<file path="config.mk">
export PLATFORM = sky130hd
export DESIGN_NAME = proximity_blink_alarm
export DESIGN_NICKNAME = d
export VERILOG_FILES = /design/src/design/pba_pkg.sv /design/src/design/proximity_blink_alarm.sv
export SDC_FILE = /design/constraint.sdc
export NUM_CORES = 1
export LEC_CHECK = 0
export BUFFER_PORTS_ARGS = -buffer_cell sky130_fd_sc_hd__buf_2
export CORE_MARGIN = 3
export CORE_UTILIZATION = 40
export CTS_CLUSTER_DIAMETER = 80
export CTS_CLUSTER_SIZE = 16
export DETAILED_ROUTE_END_ITERATION = 16
export HOLD_SLACK_MARGIN = 0.08
export PLACE_DENSITY_LB_ADDON = 0.3
export SYNTH_ARGS = -nofsm -noshare
export SYNTH_HDL_FRONTEND = slang
export SYNTH_SLANG_ARGS = --single-unit
export TNS_END_PERCENT = 100
</file>
<file path="constraint.sdc">
create_clock -name clock -period 9.15 [get_ports clock]
set_clock_uncertainty 0.15 [all_clocks]
set_input_delay 0.915 -clock clock [delete_from_list [all_inputs] [get_ports clock]]
set_output_delay 0.915 -clock clock [all_outputs]
set_load 0.01 [all_outputs]
</file>
<file path="src/design/pba_pkg.sv">
// pba_pkg: types, constants and lookup functions for proximity_blink_alarm
// no dependencies; used by design/proximity_blink_alarm.sv through scoped names

package pba_pkg;

   // field widths
   localparam int ECHO_W  = 15;
   localparam int AXIS_W  = 16;
   localparam int DIST_W  = 13;
   localparam int CM_W    = 9;
   localparam int INT_W   = 4;
   localparam int HOLD_W  = 16;
   localparam int TOG_W   = 10;
   localparam int THRSQ_W = 26;
   localparam int MAG_W   = 33;
   localparam int EPROD_W = 24;
   localparam int IVP_W   = 18;
   localparam int CNT_W   = 6;

   // fixed-point constants
   localparam logic [EPROD_W-1:0] ECHO_SCALE   = EPROD_W'(281);
   localparam logic [IVP_W-1:0]   IV_SPAN_MS   = IVP_W'(490);
   localparam logic [CM_W-1:0]    IV_MIN_MS    = CM_W'(10);
   localparam logic [CM_W-1:0]    IV_MAX_MS    = CM_W'(500);
   localparam logic [CM_W-1:0]    ALERT_IV_MS  = CM_W'(50);
   localparam logic [DIST_W-1:0]  DIST_MAX_Q4  = {DIST_W{1'b1}};
   localparam logic [HOLD_W-1:0]  ALERT_EL_MAX = {HOLD_W{1'b1}};
   localparam logic [TOG_W-1:0]   TOGGLE_MAX   = {TOG_W{1'b1}};

   // schedule of the shared step counter while an item is worked on
   localparam logic [CNT_W-1:0] CNT_ECHO_LAST   = CNT_W'(ECHO_W - 1);
   localparam logic [CNT_W-1:0] CNT_DIST_COMMIT = CNT_W'(ECHO_W);
   localparam logic [CNT_W-1:0] CNT_IV_LOAD     = CNT_W'(ECHO_W + 1);
   localparam logic [CNT_W-1:0] CNT_IV_FIRST    = CNT_W'(ECHO_W + 2);
   localparam logic [CNT_W-1:0] CNT_IV_LAST     = CNT_W'(ECHO_W + 2 + CM_W - 1);
   localparam logic [CNT_W-1:0] CNT_DIV_LOAD    = CNT_W'(ECHO_W + 2 + CM_W);
   localparam logic [CNT_W-1:0] CNT_DIV_FIRST   = CNT_W'(ECHO_W + 3 + CM_W);
   localparam logic [CNT_W-1:0] CNT_DIV_LAST    = CNT_W'(ECHO_W + 3 + CM_W + IVP_W - 1);
   localparam logic [CNT_W-1:0] CNT_RUN_LAST    = CNT_W'(3 * AXIS_W - 1);

   typedef enum logic [2:0] {
      ST_IDLE   = 3'b001,
      ST_RUN    = 3'b010,
      ST_FINISH = 3'b100
   } state_type;

   typedef enum logic [1:0] {
      REG_NEAR_LIMIT = 2'd0,
      REG_FAR_LIMIT  = 2'd1,
      REG_INTENSITY  = 2'd2,
      REG_ALERT_HOLD = 2'd3
   } reg_index_type;

   // magnitude of a signed axis sample; the most negative value maps to 2^15
   function automatic logic [AXIS_W-1:0] axis_abs(input logic [AXIS_W-1:0] a);
      return a[AXIS_W-1] ? (~a + AXIS_W'(1)) : a;
   endfunction

   // squared crash threshold, (2511 + (10 - intensity) * 384)^2 in Q16
   function automatic logic [THRSQ_W-1:0] thr_sq(input logic [INT_W-1:0] i);
      logic [THRSQ_W-1:0] v;
      case (i)
         4'd0:    v = THRSQ_W'(40335201);
         4'd1:    v = THRSQ_W'(35605089);
         4'd2:    v = THRSQ_W'(31169889);
         4'd3:    v = THRSQ_W'(27029601);
         4'd4:    v = THRSQ_W'(23184225);
         4'd5:    v = THRSQ_W'(19633761);
         4'd6:    v = THRSQ_W'(16378209);
         4'd7:    v = THRSQ_W'(13417569);
         4'd8:    v = THRSQ_W'(10751841);
         4'd9:    v = THRSQ_W'(8381025);
         4'd10:   v = THRSQ_W'(6305121);
         4'd11:   v = THRSQ_W'(4524129);
         4'd12:   v = THRSQ_W'(3038049);
         4'd13:   v = THRSQ_W'(1846881);
         4'd14:   v = THRSQ_W'(950625);
         default: v = THRSQ_W'(349281);
      endcase
      return v;
   endfunction

endpackage

</file>
<file path="src/design/proximity_blink_alarm.sv">
// proximity_blink_alarm: top level, proximity and crash alarm with bit-serial datapath
// depends on design/pba_pkg.sv (types, constants, threshold table)
//
// usage
//   req channel: one request per millisecond tick; req_tuser flags a fresh sample,
//   req_tdata carries echo time and the three acceleration axes.
//   rsp channel: exactly one response per request with alarm_on and accel_alert.
//   csr port: write near/far limits, intensity and alert hold at 0x0, 0x4, 0x8, 0xc;
//   the user must write only while idle (not enforced); reads return the stored value.
// timing
//   a request is taken only in idle; it then runs on a shared step counter, bounded
//   by the three 16-step shift-add squares of the axes (the echo scaling, the
//   interval multiply and the 18-step restoring divide overlap them), then the
//   finish state writes the response register once it is free. A new request is
//   taken only after the previous one has been written to the response register.
// reset
//   synchronous, active high; limits return to 25/100 cm, intensity 5, hold 1500 ms,
//   distance is out of range and all counters, alert and display are cleared.
// stall
//   a pending response stays in its register; the next request may still be taken
//   and runs, but its result waits before commit until the register is free.

module proximity_blink_alarm (
   input  logic        clock,
   input  logic        reset,
   // request
   input  logic        req_tvalid,
   output logic        req_tready,
   input  logic [63:0] req_tdata,   // echo_us[14:0], accel_x, accel_y, accel_z, zero pad
   input  logic        req_tuser,   // sample_valid
   // response
   output logic        rsp_tvalid,
   input  logic        rsp_tready,
   output logic [7:0]  rsp_tdata,   // alarm_on, accel_alert, zero pad
   // register port
   input  logic        csr_psel,
   input  logic        csr_penable,
   input  logic        csr_pwrite,
   input  logic [3:0]  csr_paddr,
   input  logic [31:0] csr_pwdata,
   output logic [31:0] csr_prdata,
   output logic        csr_pready
);

   localparam int ECHO_W  = pba_pkg::ECHO_W;
   localparam int AXIS_W  = pba_pkg::AXIS_W;
   localparam int DIST_W  = pba_pkg::DIST_W;
   localparam int CM_W    = pba_pkg::CM_W;
   localparam int INT_W   = pba_pkg::INT_W;
   localparam int HOLD_W  = pba_pkg::HOLD_W;
   localparam int TOG_W   = pba_pkg::TOG_W;
   localparam int MAG_W   = pba_pkg::MAG_W;
   localparam int EPROD_W = pba_pkg::EPROD_W;
   localparam int IVP_W   = pba_pkg::IVP_W;
   localparam int CNT_W   = pba_pkg::CNT_W;

   // control
   pba_pkg::state_type state_ff, state_in;
   logic [CNT_W-1:0]   cnt_ff, cnt_in;
   logic               rsp_valid_ff, rsp_valid_in;
   logic [1:0]         rsp_data_ff, rsp_data_in;
   logic               out_free;
   logic               accept;
   logic               commit;

   // configuration
   logic [CM_W-1:0]    near_ff, near_in;
   logic [CM_W-1:0]    far_ff, far_in;
   logic [INT_W-1:0]   intensity_ff, intensity_in;
   logic [HOLD_W-1:0]  hold_ff, hold_in;
   logic               csr_write;
   pba_pkg::reg_index_type csr_index;

   // tick state
   logic [DIST_W-1:0]  distance_ff, distance_in;
   logic               dist_valid_ff, dist_valid_in;
   logic               alert_ff, alert_in;
   logic [HOLD_W-1:0]  alert_el_ff, alert_el_in;
   logic [TOG_W-1:0]   toggle_el_ff, toggle_el_in;
   logic               phase_ff, phase_in;
   logic               level_ff, level_in;

   // per-request working registers
   logic               sample_ff, sample_in;
   logic               echo_nz_ff, echo_nz_in;
   logic [ECHO_W-1:0]  echo_ff, echo_in;
   logic [EPROD_W-1:0] echo_mc_ff, echo_mc_in;
   logic [EPROD_W-1:0] echo_prod_ff, echo_prod_in;
   logic [2*AXIS_W-1:0] axes_ff, axes_in;
   logic [AXIS_W-1:0]  sq_mb_ff, sq_mb_in;
   logic [2*AXIS_W-1:0] sq_mc_ff, sq_mc_in;
   logic signed [MAG_W-1:0] mag_ff, mag_in;
   logic [CM_W-1:0]    iv_mb_ff, iv_mb_in;
   logic [IVP_W-1:0]   iv_mc_ff, iv_mc_in;
   logic [IVP_W-1:0]   work_ff, work_in;
   logic [CM_W-1:0]    rem_ff, rem_in;

   // datapath helpers
   logic [AXIS_W-1:0]  next_axis;
   logic [ECHO_W-1:0]  req_echo;
   logic [AXIS_W-1:0]  req_x;
   logic [DIST_W:0]    dist_raw;
   logic [DIST_W-1:0]  dist_sat;
   logic [CM_W-1:0]    span;
   logic [CM_W:0]      div_shift;
   logic               div_bit;

   // tick decision helpers
   logic [DIST_W-1:0]  near_q4;
   logic [DIST_W-1:0]  far_q4;
   logic [CM_W-1:0]    band_iv;
   logic               trig;
   logic               tk_alert;
   logic [HOLD_W-1:0]  tk_alert_el;
   logic [TOG_W-1:0]   tk_toggle_el;
   logic               tk_phase;
   logic               tk_level;
   logic               tk_blink;
   logic [CM_W-1:0]    tk_iv;

   assign req_tready = (state_ff == pba_pkg::ST_IDLE);
   assign accept     = req_tvalid && req_tready;
   assign out_free   = !rsp_valid_ff || rsp_tready;
   assign commit     = (state_ff == pba_pkg::ST_FINISH) && out_free;
   assign rsp_tvalid = rsp_valid_ff;
   assign rsp_tdata  = {6'b0, rsp_data_ff};

   assign req_echo = req_tdata[ECHO_W-1:0];
   assign req_x    = req_tdata[ECHO_W +: AXIS_W];

   // register port
   assign csr_pready = 1'b1;
   assign csr_write  = csr_psel && csr_penable && csr_pwrite && csr_pready;
   assign csr_index  = pba_pkg::reg_index_type'(csr_paddr[3:2]);

   always_comb begin
      case (csr_index)
         pba_pkg::REG_NEAR_LIMIT: csr_prdata = {{(32-CM_W){1'b0}}, near_ff};
         pba_pkg::REG_FAR_LIMIT:  csr_prdata = {{(32-CM_W){1'b0}}, far_ff};
         pba_pkg::REG_INTENSITY:  csr_prdata = {{(32-INT_W){1'b0}}, intensity_ff};
         pba_pkg::REG_ALERT_HOLD: csr_prdata = {{(32-HOLD_W){1'b0}}, hold_ff};
         default:                 csr_prdata = 32'b0;
      endcase
   end

   always_comb begin
      near_in      = near_ff;
      far_in       = far_ff;
      intensity_in = intensity_ff;
      hold_in      = hold_ff;
      if (csr_write) begin
         case (csr_index)
            pba_pkg::REG_NEAR_LIMIT: near_in      = csr_pwdata[CM_W-1:0];
            pba_pkg::REG_FAR_LIMIT:  far_in       = csr_pwdata[CM_W-1:0];
            pba_pkg::REG_INTENSITY:  intensity_in = csr_pwdata[INT_W-1:0];
            pba_pkg::REG_ALERT_HOLD: hold_in      = csr_pwdata[HOLD_W-1:0];
            default: ;
         endcase
      end
   end

   // sequencer
   always_comb begin
      state_in = state_ff;
      cnt_in   = cnt_ff;
      case (state_ff)
         pba_pkg::ST_IDLE: begin
            if (accept) begin
               state_in = pba_pkg::ST_RUN;
               cnt_in   = '0;
            end
         end
         pba_pkg::ST_RUN: begin
            if (cnt_ff == pba_pkg::CNT_RUN_LAST) begin
               state_in = pba_pkg::ST_FINISH;
            end else begin
               cnt_in = cnt_ff + CNT_W'(1);
            end
         end
         pba_pkg::ST_FINISH: begin
            if (out_free) begin
               state_in = pba_pkg::ST_IDLE;
            end
         end
         default: state_in = pba_pkg::ST_IDLE;
      endcase
   end

   // serial datapath
   assign next_axis = pba_pkg::axis_abs(axes_ff[AXIS_W-1:0]);
   assign dist_raw  = echo_prod_ff[EPROD_W-1:10];
   assign dist_sat  = dist_raw[DIST_W] ? pba_pkg::DIST_MAX_Q4 : dist_raw[DIST_W-1:0];
   assign span      = far_ff - near_ff;
   assign div_shift = {rem_ff, work_ff[IVP_W-1]};
   assign div_bit   = (div_shift >= {1'b0, span});

   always_comb begin
      sample_in    = sample_ff;
      echo_nz_in   = echo_nz_ff;
      echo_in      = echo_ff;
      echo_mc_in   = echo_mc_ff;
      echo_prod_in = echo_prod_ff;
      axes_in      = axes_ff;
      sq_mb_in     = sq_mb_ff;
      sq_mc_in     = sq_mc_ff;
      mag_in       = mag_ff;
      iv_mb_in     = iv_mb_ff;
      iv_mc_in     = iv_mc_ff;
      work_in      = work_ff;
      rem_in       = rem_ff;
      distance_in  = distance_ff;
      dist_valid_in = dist_valid_ff;

      if (accept) begin
         sample_in    = req_tuser;
         echo_nz_in   = (req_echo != '0);
         echo_in      = req_echo;
         echo_mc_in   = pba_pkg::ECHO_SCALE;
         echo_prod_in = '0;
         axes_in      = req_tdata[ECHO_W+AXIS_W +: 2*AXIS_W];
         sq_mb_in     = pba_pkg::axis_abs(req_x);
         sq_mc_in     = {{AXIS_W{1'b0}}, pba_pkg::axis_abs(req_x)};
         // start from minus the squared threshold so the sign tells the compare
         mag_in       = -$signed({{(MAG_W-pba_pkg::THRSQ_W){1'b0}},
                                  pba_pkg::thr_sq(intensity_ff)});
      end else if (state_ff == pba_pkg::ST_RUN) begin
         // sum of squares, one multiplier bit per step, axes in turn
         if (sq_mb_ff[0]) begin
            mag_in = mag_ff + $signed({1'b0, sq_mc_ff});
         end
         if (cnt_ff[3:0] == 4'hF) begin
            sq_mb_in = next_axis;
            sq_mc_in = {{AXIS_W{1'b0}}, next_axis};
            axes_in  = {{AXIS_W{1'b0}}, axes_ff[2*AXIS_W-1:AXIS_W]};
         end else begin
            sq_mb_in = sq_mb_ff >> 1;
            sq_mc_in = sq_mc_ff << 1;
         end

         // echo scaling to 1/16 cm
         if (cnt_ff <= pba_pkg::CNT_ECHO_LAST) begin
            if (echo_ff[0]) begin
               echo_prod_in = echo_prod_ff + echo_mc_ff;
            end
            echo_in    = echo_ff >> 1;
            echo_mc_in = echo_mc_ff << 1;
         end

         if (cnt_ff == pba_pkg::CNT_DIST_COMMIT && sample_ff) begin
            distance_in   = dist_sat;
            dist_valid_in = echo_nz_ff;
         end

         // blink interval: (cm - near) * 490, then divide by the band span
         if (cnt_ff == pba_pkg::CNT_IV_LOAD) begin
            iv_mb_in = distance_ff[DIST_W-1:4] - near_ff;
            iv_mc_in = pba_pkg::IV_SPAN_MS;
            work_in  = '0;
         end
         if (cnt_ff >= pba_pkg::CNT_IV_FIRST && cnt_ff <= pba_pkg::CNT_IV_LAST) begin
            if (iv_mb_ff[0]) begin
               work_in = work_ff + iv_mc_ff;
            end
            iv_mb_in = iv_mb_ff >> 1;
            iv_mc_in = iv_mc_ff << 1;
         end
         if (cnt_ff == pba_pkg::CNT_DIV_LOAD) begin
            rem_in = '0;
         end
         if (cnt_ff >= pba_pkg::CNT_DIV_FIRST && cnt_ff <= pba_pkg::CNT_DIV_LAST) begin
            rem_in  = div_bit ? CM_W'(div_shift - {1'b0, span}) : div_shift[CM_W-1:0];
            work_in = {work_ff[IVP_W-2:0], div_bit};
         end
      end
   end

   // tick decision, applied when the response register can take it
   assign near_q4 = {near_ff, 4'b0};
   assign far_q4  = {far_ff, 4'b0};
   assign band_iv = (work_ff > IVP_W'(pba_pkg::IV_MAX_MS - pba_pkg::IV_MIN_MS))
                    ? pba_pkg::IV_MAX_MS : work_ff[CM_W-1:0] + pba_pkg::IV_MIN_MS;
   assign trig    = !mag_ff[MAG_W-1] && (mag_ff != '0);

   always_comb begin
      tk_alert_el  = (alert_el_ff != pba_pkg::ALERT_EL_MAX) ? alert_el_ff + HOLD_W'(1)
                                                            : alert_el_ff;
      tk_toggle_el = (toggle_el_ff != pba_pkg::TOGGLE_MAX) ? toggle_el_ff + TOG_W'(1)
                                                           : toggle_el_ff;
      tk_alert     = alert_ff;
      tk_phase     = phase_ff;
      tk_level     = level_ff;
      tk_blink     = 1'b0;
      tk_iv        = pba_pkg::ALERT_IV_MS;

      if (sample_ff && trig) begin
         tk_alert    = 1'b1;
         tk_alert_el = '0;
      end

      if (tk_alert) begin
         if (tk_alert_el < hold_ff) begin
            tk_blink = 1'b1;
         end else begin
            tk_alert = 1'b0;
            tk_level = 1'b0;
         end
      end else if (dist_valid_ff && distance_ff <= near_q4) begin
         tk_level = 1'b1;
      end else if (dist_valid_ff && distance_ff <= far_q4) begin
         tk_blink = 1'b1;
         tk_iv    = band_iv;
      end else begin
         tk_level = 1'b0;
      end

      if (tk_blink && tk_toggle_el >= {1'b0, tk_iv}) begin
         tk_toggle_el = '0;
         tk_phase     = !phase_ff;
         tk_level     = !phase_ff;
      end
   end

   always_comb begin
      alert_in     = alert_ff;
      alert_el_in  = alert_el_ff;
      toggle_el_in = toggle_el_ff;
      phase_in     = phase_ff;
      level_in     = level_ff;
      rsp_valid_in = rsp_valid_ff && !rsp_tready;
      rsp_data_in  = rsp_data_ff;
      if (commit) begin
         alert_in     = tk_alert;
         alert_el_in  = tk_alert_el;
         toggle_el_in = tk_toggle_el;
         phase_in     = tk_phase;
         level_in     = tk_level;
         rsp_valid_in = 1'b1;
         rsp_data_in  = {tk_alert, tk_level};
      end
   end

   always_ff @(posedge clock) begin
      if (reset) begin
         state_ff      <= pba_pkg::ST_IDLE;
         cnt_ff        <= '0;
         rsp_valid_ff  <= 1'b0;
         near_ff       <= CM_W'(25);
         far_ff        <= CM_W'(100);
         intensity_ff  <= INT_W'(5);
         hold_ff       <= HOLD_W'(1500);
         distance_ff   <= '0;
         dist_valid_ff <= 1'b0;
         alert_ff      <= 1'b0;
         alert_el_ff   <= '0;
         toggle_el_ff  <= '0;
         phase_ff      <= 1'b0;
         level_ff      <= 1'b0;
      end else begin
         state_ff      <= state_in;
         cnt_ff        <= cnt_in;
         rsp_valid_ff  <= rsp_valid_in;
         near_ff       <= near_in;
         far_ff        <= far_in;
         intensity_ff  <= intensity_in;
         hold_ff       <= hold_in;
         distance_ff   <= distance_in;
         dist_valid_ff <= dist_valid_in;
         alert_ff      <= alert_in;
         alert_el_ff   <= alert_el_in;
         toggle_el_ff  <= toggle_el_in;
         phase_ff      <= phase_in;
         level_ff      <= level_in;
      end
   end

   always_ff @(posedge clock) begin
      rsp_data_ff  <= rsp_data_in;
      sample_ff    <= sample_in;
      echo_nz_ff   <= echo_nz_in;
      echo_ff      <= echo_in;
      echo_mc_ff   <= echo_mc_in;
      echo_prod_ff <= echo_prod_in;
      axes_ff      <= axes_in;
      sq_mb_ff     <= sq_mb_in;
      sq_mc_ff     <= sq_mc_in;
      mag_ff       <= mag_in;
      iv_mb_ff     <= iv_mb_in;
      iv_mc_ff     <= iv_mc_in;
      work_ff      <= work_in;
      rem_ff       <= rem_in;
   end

   // checks
   a_accept_starts_run: assert property (@(posedge clock) disable iff (reset)
      accept |=> (state_ff == pba_pkg::ST_RUN && cnt_ff == '0))
      else $error("request taken but sequencer did not start");

   a_cnt_in_range: assert property (@(posedge clock) disable iff (reset)
      (state_ff == pba_pkg::ST_RUN) |-> (cnt_ff <= pba_pkg::CNT_RUN_LAST))
      else $error("step counter past last step");

   a_commit_shows_rsp: assert property (@(posedge clock) disable iff (reset)
      commit |=> rsp_tvalid)
      else $error("commit did not raise response valid");

   a_rsp_from_commit: assert property (@(posedge clock) disable iff (reset)
      $rose(rsp_tvalid) |-> $past(commit))
      else $error("response valid rose without a commit");

endmodule
</file>
==> run_results.csv <==
group,metric,value,unit
routing,num_vias,16335,
yosys,ys_types,75,
hold_path,whs_endpoint,"hold_ff[5]",
cells_and_area,final_common_cell,"nand2_1",
yosys,synth_edf_count,169,
cells_and_area,layout.nets,2602,
grt,overflow,0,
floorplanning,core,50400,sq um
grt,antenna_found_initial,1,
pwr,internal_power,0.00264,W
pwr,p_per_area,167,nW/um^2
yosys,synthesis.instances,2289,
placed_design,hpwl,33600,um
routing,via_per_inst,5.39,
floorplanning,die_area,53900,sq um
critical_path,slowest_stage,"o21ai_0",
cts,cts_buffer_depth,3,
cts,cts_resized,0,
grt,grt_pass1_vias,15817,
cts,cts_hold_buffers,0,
pwr,p_sw_share,29.3,%
cts,cts_made_buffers,27,
critical_path,cp-end-kind,"flop",
floorplanning,io_pins,151,
routing,wl_per_cell,15.5,um
pwr,pwr-share-comb,20.1,%
cts,clock_sinks,342,
routing,dr.pass1.iters,5,
yosys,async_flop_share,0,%
routing,drc,0,
routing,wl,46900,um
cells_and_area,drive_above_1_share,8.31,%
placed_design,place_inst,2984,
timing,fmax,186,MHz
timing,fin_setup_tns,0,ns
cts,path_clk_slew,0.08,ns
cts,insertion_delay,0.57,ns
timing,relSlewSlack,19.8,%
yosys,yosys_register_bits,342,
floorplanning,start_util,40.7,%
yosys,synthFlopType,"dfxtp_1",
critical_path,r2r_cells,21,
pwr,power_frac_clock,30.8,%
yosys,syn_area_per_cell,8.95,sq um
grt,grt_max_degree,83,
timing,worst_slew_pin_slew,1.20,ns
cells_and_area,final_cell_mix,"nand2_1 (355), a21oi_1 (173), dfxtp_1 (173)",
critical_path,rr_startpoint,"near_ff[1]",
yosys,ys_seq_area_share,41.7,%
placed_design,gp_congestion,0.868,
run,maxCapViolCount,0,
cells_and_area,instances_no_fill,3032,
pwr,totalPowerFinal,0.00373,W
routing,drtIter0Drc,940,
critical_path,r2r_slack,3.77,ns
timing,slew_violations,0,
grt,grt_usage,17.0,%
grt,grt_pass1_wl,77600,um
timing,layout_min_cycle_time,5.38,ns
critical_path,critical_path_class,"reg2reg",
critical_path,cp.arrival,5.52,ns
routing,antenna_left,0,
critical_path,startpoint_type,"flop",
yosys,netlist_area,20500,sq um
status,status,"finished, final reports clean",
critical_path,worstPathCellList,"inv_1, ha_1, nor2b_1, o21ai_0, a21oi_1, o21a_1, o21ai_0, o21ai_0, nand3_1, nor2_1, and2_1, ha_1, nand2b_1, a21o_1, a211oi_1, or3_1, a21oi_1, nor3b_1, mux2i_1, a21oi_1, o21bai_1",
pwr,p_leak,9.09,nW
placed_design,port-buffer-count,108,
hold_path,hold_start,"hold_ff[5]",
hold_path,hold_path_class,"reg2reg",
critical_path,required,9.29,ns
cells_and_area,area_growth,9.18,%
cts,htree_num_levels,1,
yosys,ys_warn_count,0,
timing,hold_viol,0,
floorplanning,rows,82,
pwr,power_frac_seq,49.1,%
floorplanning,dieWidth,232,um
timing,setup-violations-final,0,
floorplanning,die_h,232,um
cts,clock-root-buffer,"clkbuf_16",
cts,tritoncts,"built",
cells_and_area,n_antenna_cell,0,
critical_path,max_stage_delay,0.55,ns
cts,postCtsSetupBuffers,0,
pwr,p_sw,0.00109,W
timing,grt_setup_unrepaired,"false",
critical_path,crit-reg2reg-capture,"rsp_data_ff[0]",
timing,timing.final.crit_share,58.8,%
pwr,vdd_ir_drop_max,0.147,mV
hold_path,hold_depth,2,
critical_path,cp_max_fo,6,
==> cells by family after synthesis <==
family                   synth area share, %
AO/OA/AOI/OAI                           17.1
XOR/XNOR                                5.13
adder cells (fa/ha/maj)                 9.57
buffers and inverters                   4.40
flip-flops                              41.7
multiplexers                            2.22
other                                 0.0367
AND/OR/NAND/NOR                         19.9
==> critical path: cells and delay by family, from the launching register on <==
| kind | cells | cell delay (ns) |
|---|---|---|
| adders and majority gates | 2 | 0.52 |
| and+or+nand+nor | 7 | 1.71 |
| AOI/OAI and AO/OA | 10 | 1.92 |
| muxes | 1 | 0.26 |
| buffers and inverters | 1 | 0.12 |
| DFF | 1 | 0.41 |
==> cell type report <==
class                   count  area, sq um
fillers                  4877        28000
multi-input cells        1751        11100
flip-flops and latches    342         8540
well taps                 672          841
clock buffers              41          749
repair buffers            125          668
inverters                  94          354
clock inverters             7         68.8
==> registers in the layout (all words and copies together), names as in the netlist, 15 cells and up, named ones only <==
| signal | cells |
|---|---|
| hold_ff | 16 |
| sq_mc_ff | 32 |
| mag_ff | 33 |
| alert_el_ff | 16 |
| echo_ff | 15 |
| axes_ff | 32 |
| sq_mb_ff | 16 |
| echo_mc_ff | 24 |
| echo_prod_ff | 24 |
| iv_mc_ff | 17 |
| work_ff | 18 |
==> power groups by stage <==
stage          Sequential (W)  Clock, W  Combinational [W]
2_1_floorplan         0.00184         0           0.000587
3_3_place_gp          0.00186         0           0.000729
3_5_place_dp          0.00187         0           0.000748
4_1_cts               0.00183   0.00119           0.000754
5_1_grt               0.00184   0.00125           0.000847
6_report              0.00183   0.00115           0.000751
==> metal layers <==
layer | routed length [um] | up-vias | global-route usage, %
li1 | - | 8251 | -
met1 | 22000 | 7704 | 23.1
met2 | 22000 | 308 | 28.6
met3 | 1830 | 70 | 2.27
met4 | 1100 | 2 | 4.34
met5 | 13 | - | 0
==> synth_stat cells, types with 13 or more instances <==
| master | number | area, sq um |
|---|---|---|
| clkbuf_1 | 87 | 327 |
| edfxtp_1 | 169 | 5070 |
| xor2_1 | 65 | 569 |
| nor4_1 | 22 | 138 |
| nand2_1 | 356 | 1340 |
| o31ai_1 | 13 | 97.6 |
| xnor2_1 | 55 | 482 |
| o21bai_1 | 14 | 105 |
| o211ai_1 | 14 | 105 |
| mux2i_1 | 26 | 260 |
| o21a_1 | 26 | 195 |
| nor2_1 | 166 | 623 |
| inv_1 | 94 | 353 |
| and3_1 | 17 | 106 |
| dfxtp_1 | 173 | 3460 |
| nor2b_1 | 26 | 163 |
| a22o_1 | 17 | 149 |
| nor3_1 | 77 | 385 |
| buf_4 | 23 | 173 |
| nand3_1 | 63 | 315 |
| nand4_1 | 25 | 156 |
| o22ai_1 | 22 | 138 |
| a21o_1 | 68 | 510 |
| a211oi_1 | 23 | 173 |
| o21ai_0 | 90 | 450 |
| a21oi_1 | 174 | 871 |
| ha_1 | 147 | 1840 |
| nand2b_1 | 23 | 144 |
| and2_1 | 40 | 250 |
| a31oi_1 | 28 | 175 |
==> metrics by stage <==
stage	util [%]	instance area (sq um)	hold WS, ns	worst slack (ns)
after floorplan	-	20600	0.286	4.65
after global placement	42.8	21500	0.294	3.79
after detailed placement	42.8	21500	0.298	3.74
after CTS	44.4	22400	0.309	3.69
after global routing	44.4	22400	0.321	3.30
final	44.4	22400	0.307	3.77
==> worst max path at each step <==
| stage | startpoint | end | slack [ns] |
|---|---|---|---|
| after floorplan | near_ff[1] | rsp_data_ff[0] | 4.65 |
| after global placement | mag_ff[1] | rsp_data_ff[0] | 3.79 |
| after detailed placement | mag_ff[1] | rsp_data_ff[0] | 3.74 |
| after CTS | mag_ff[1] | rsp_data_ff[0] | 3.69 |
| after global routing | near_ff[1] | rsp_data_ff[0] | 3.30 |
| final | near_ff[1] | rsp_data_ff[0] | 3.77 |
Note: power is estimated with default switching activity, not from simulation.
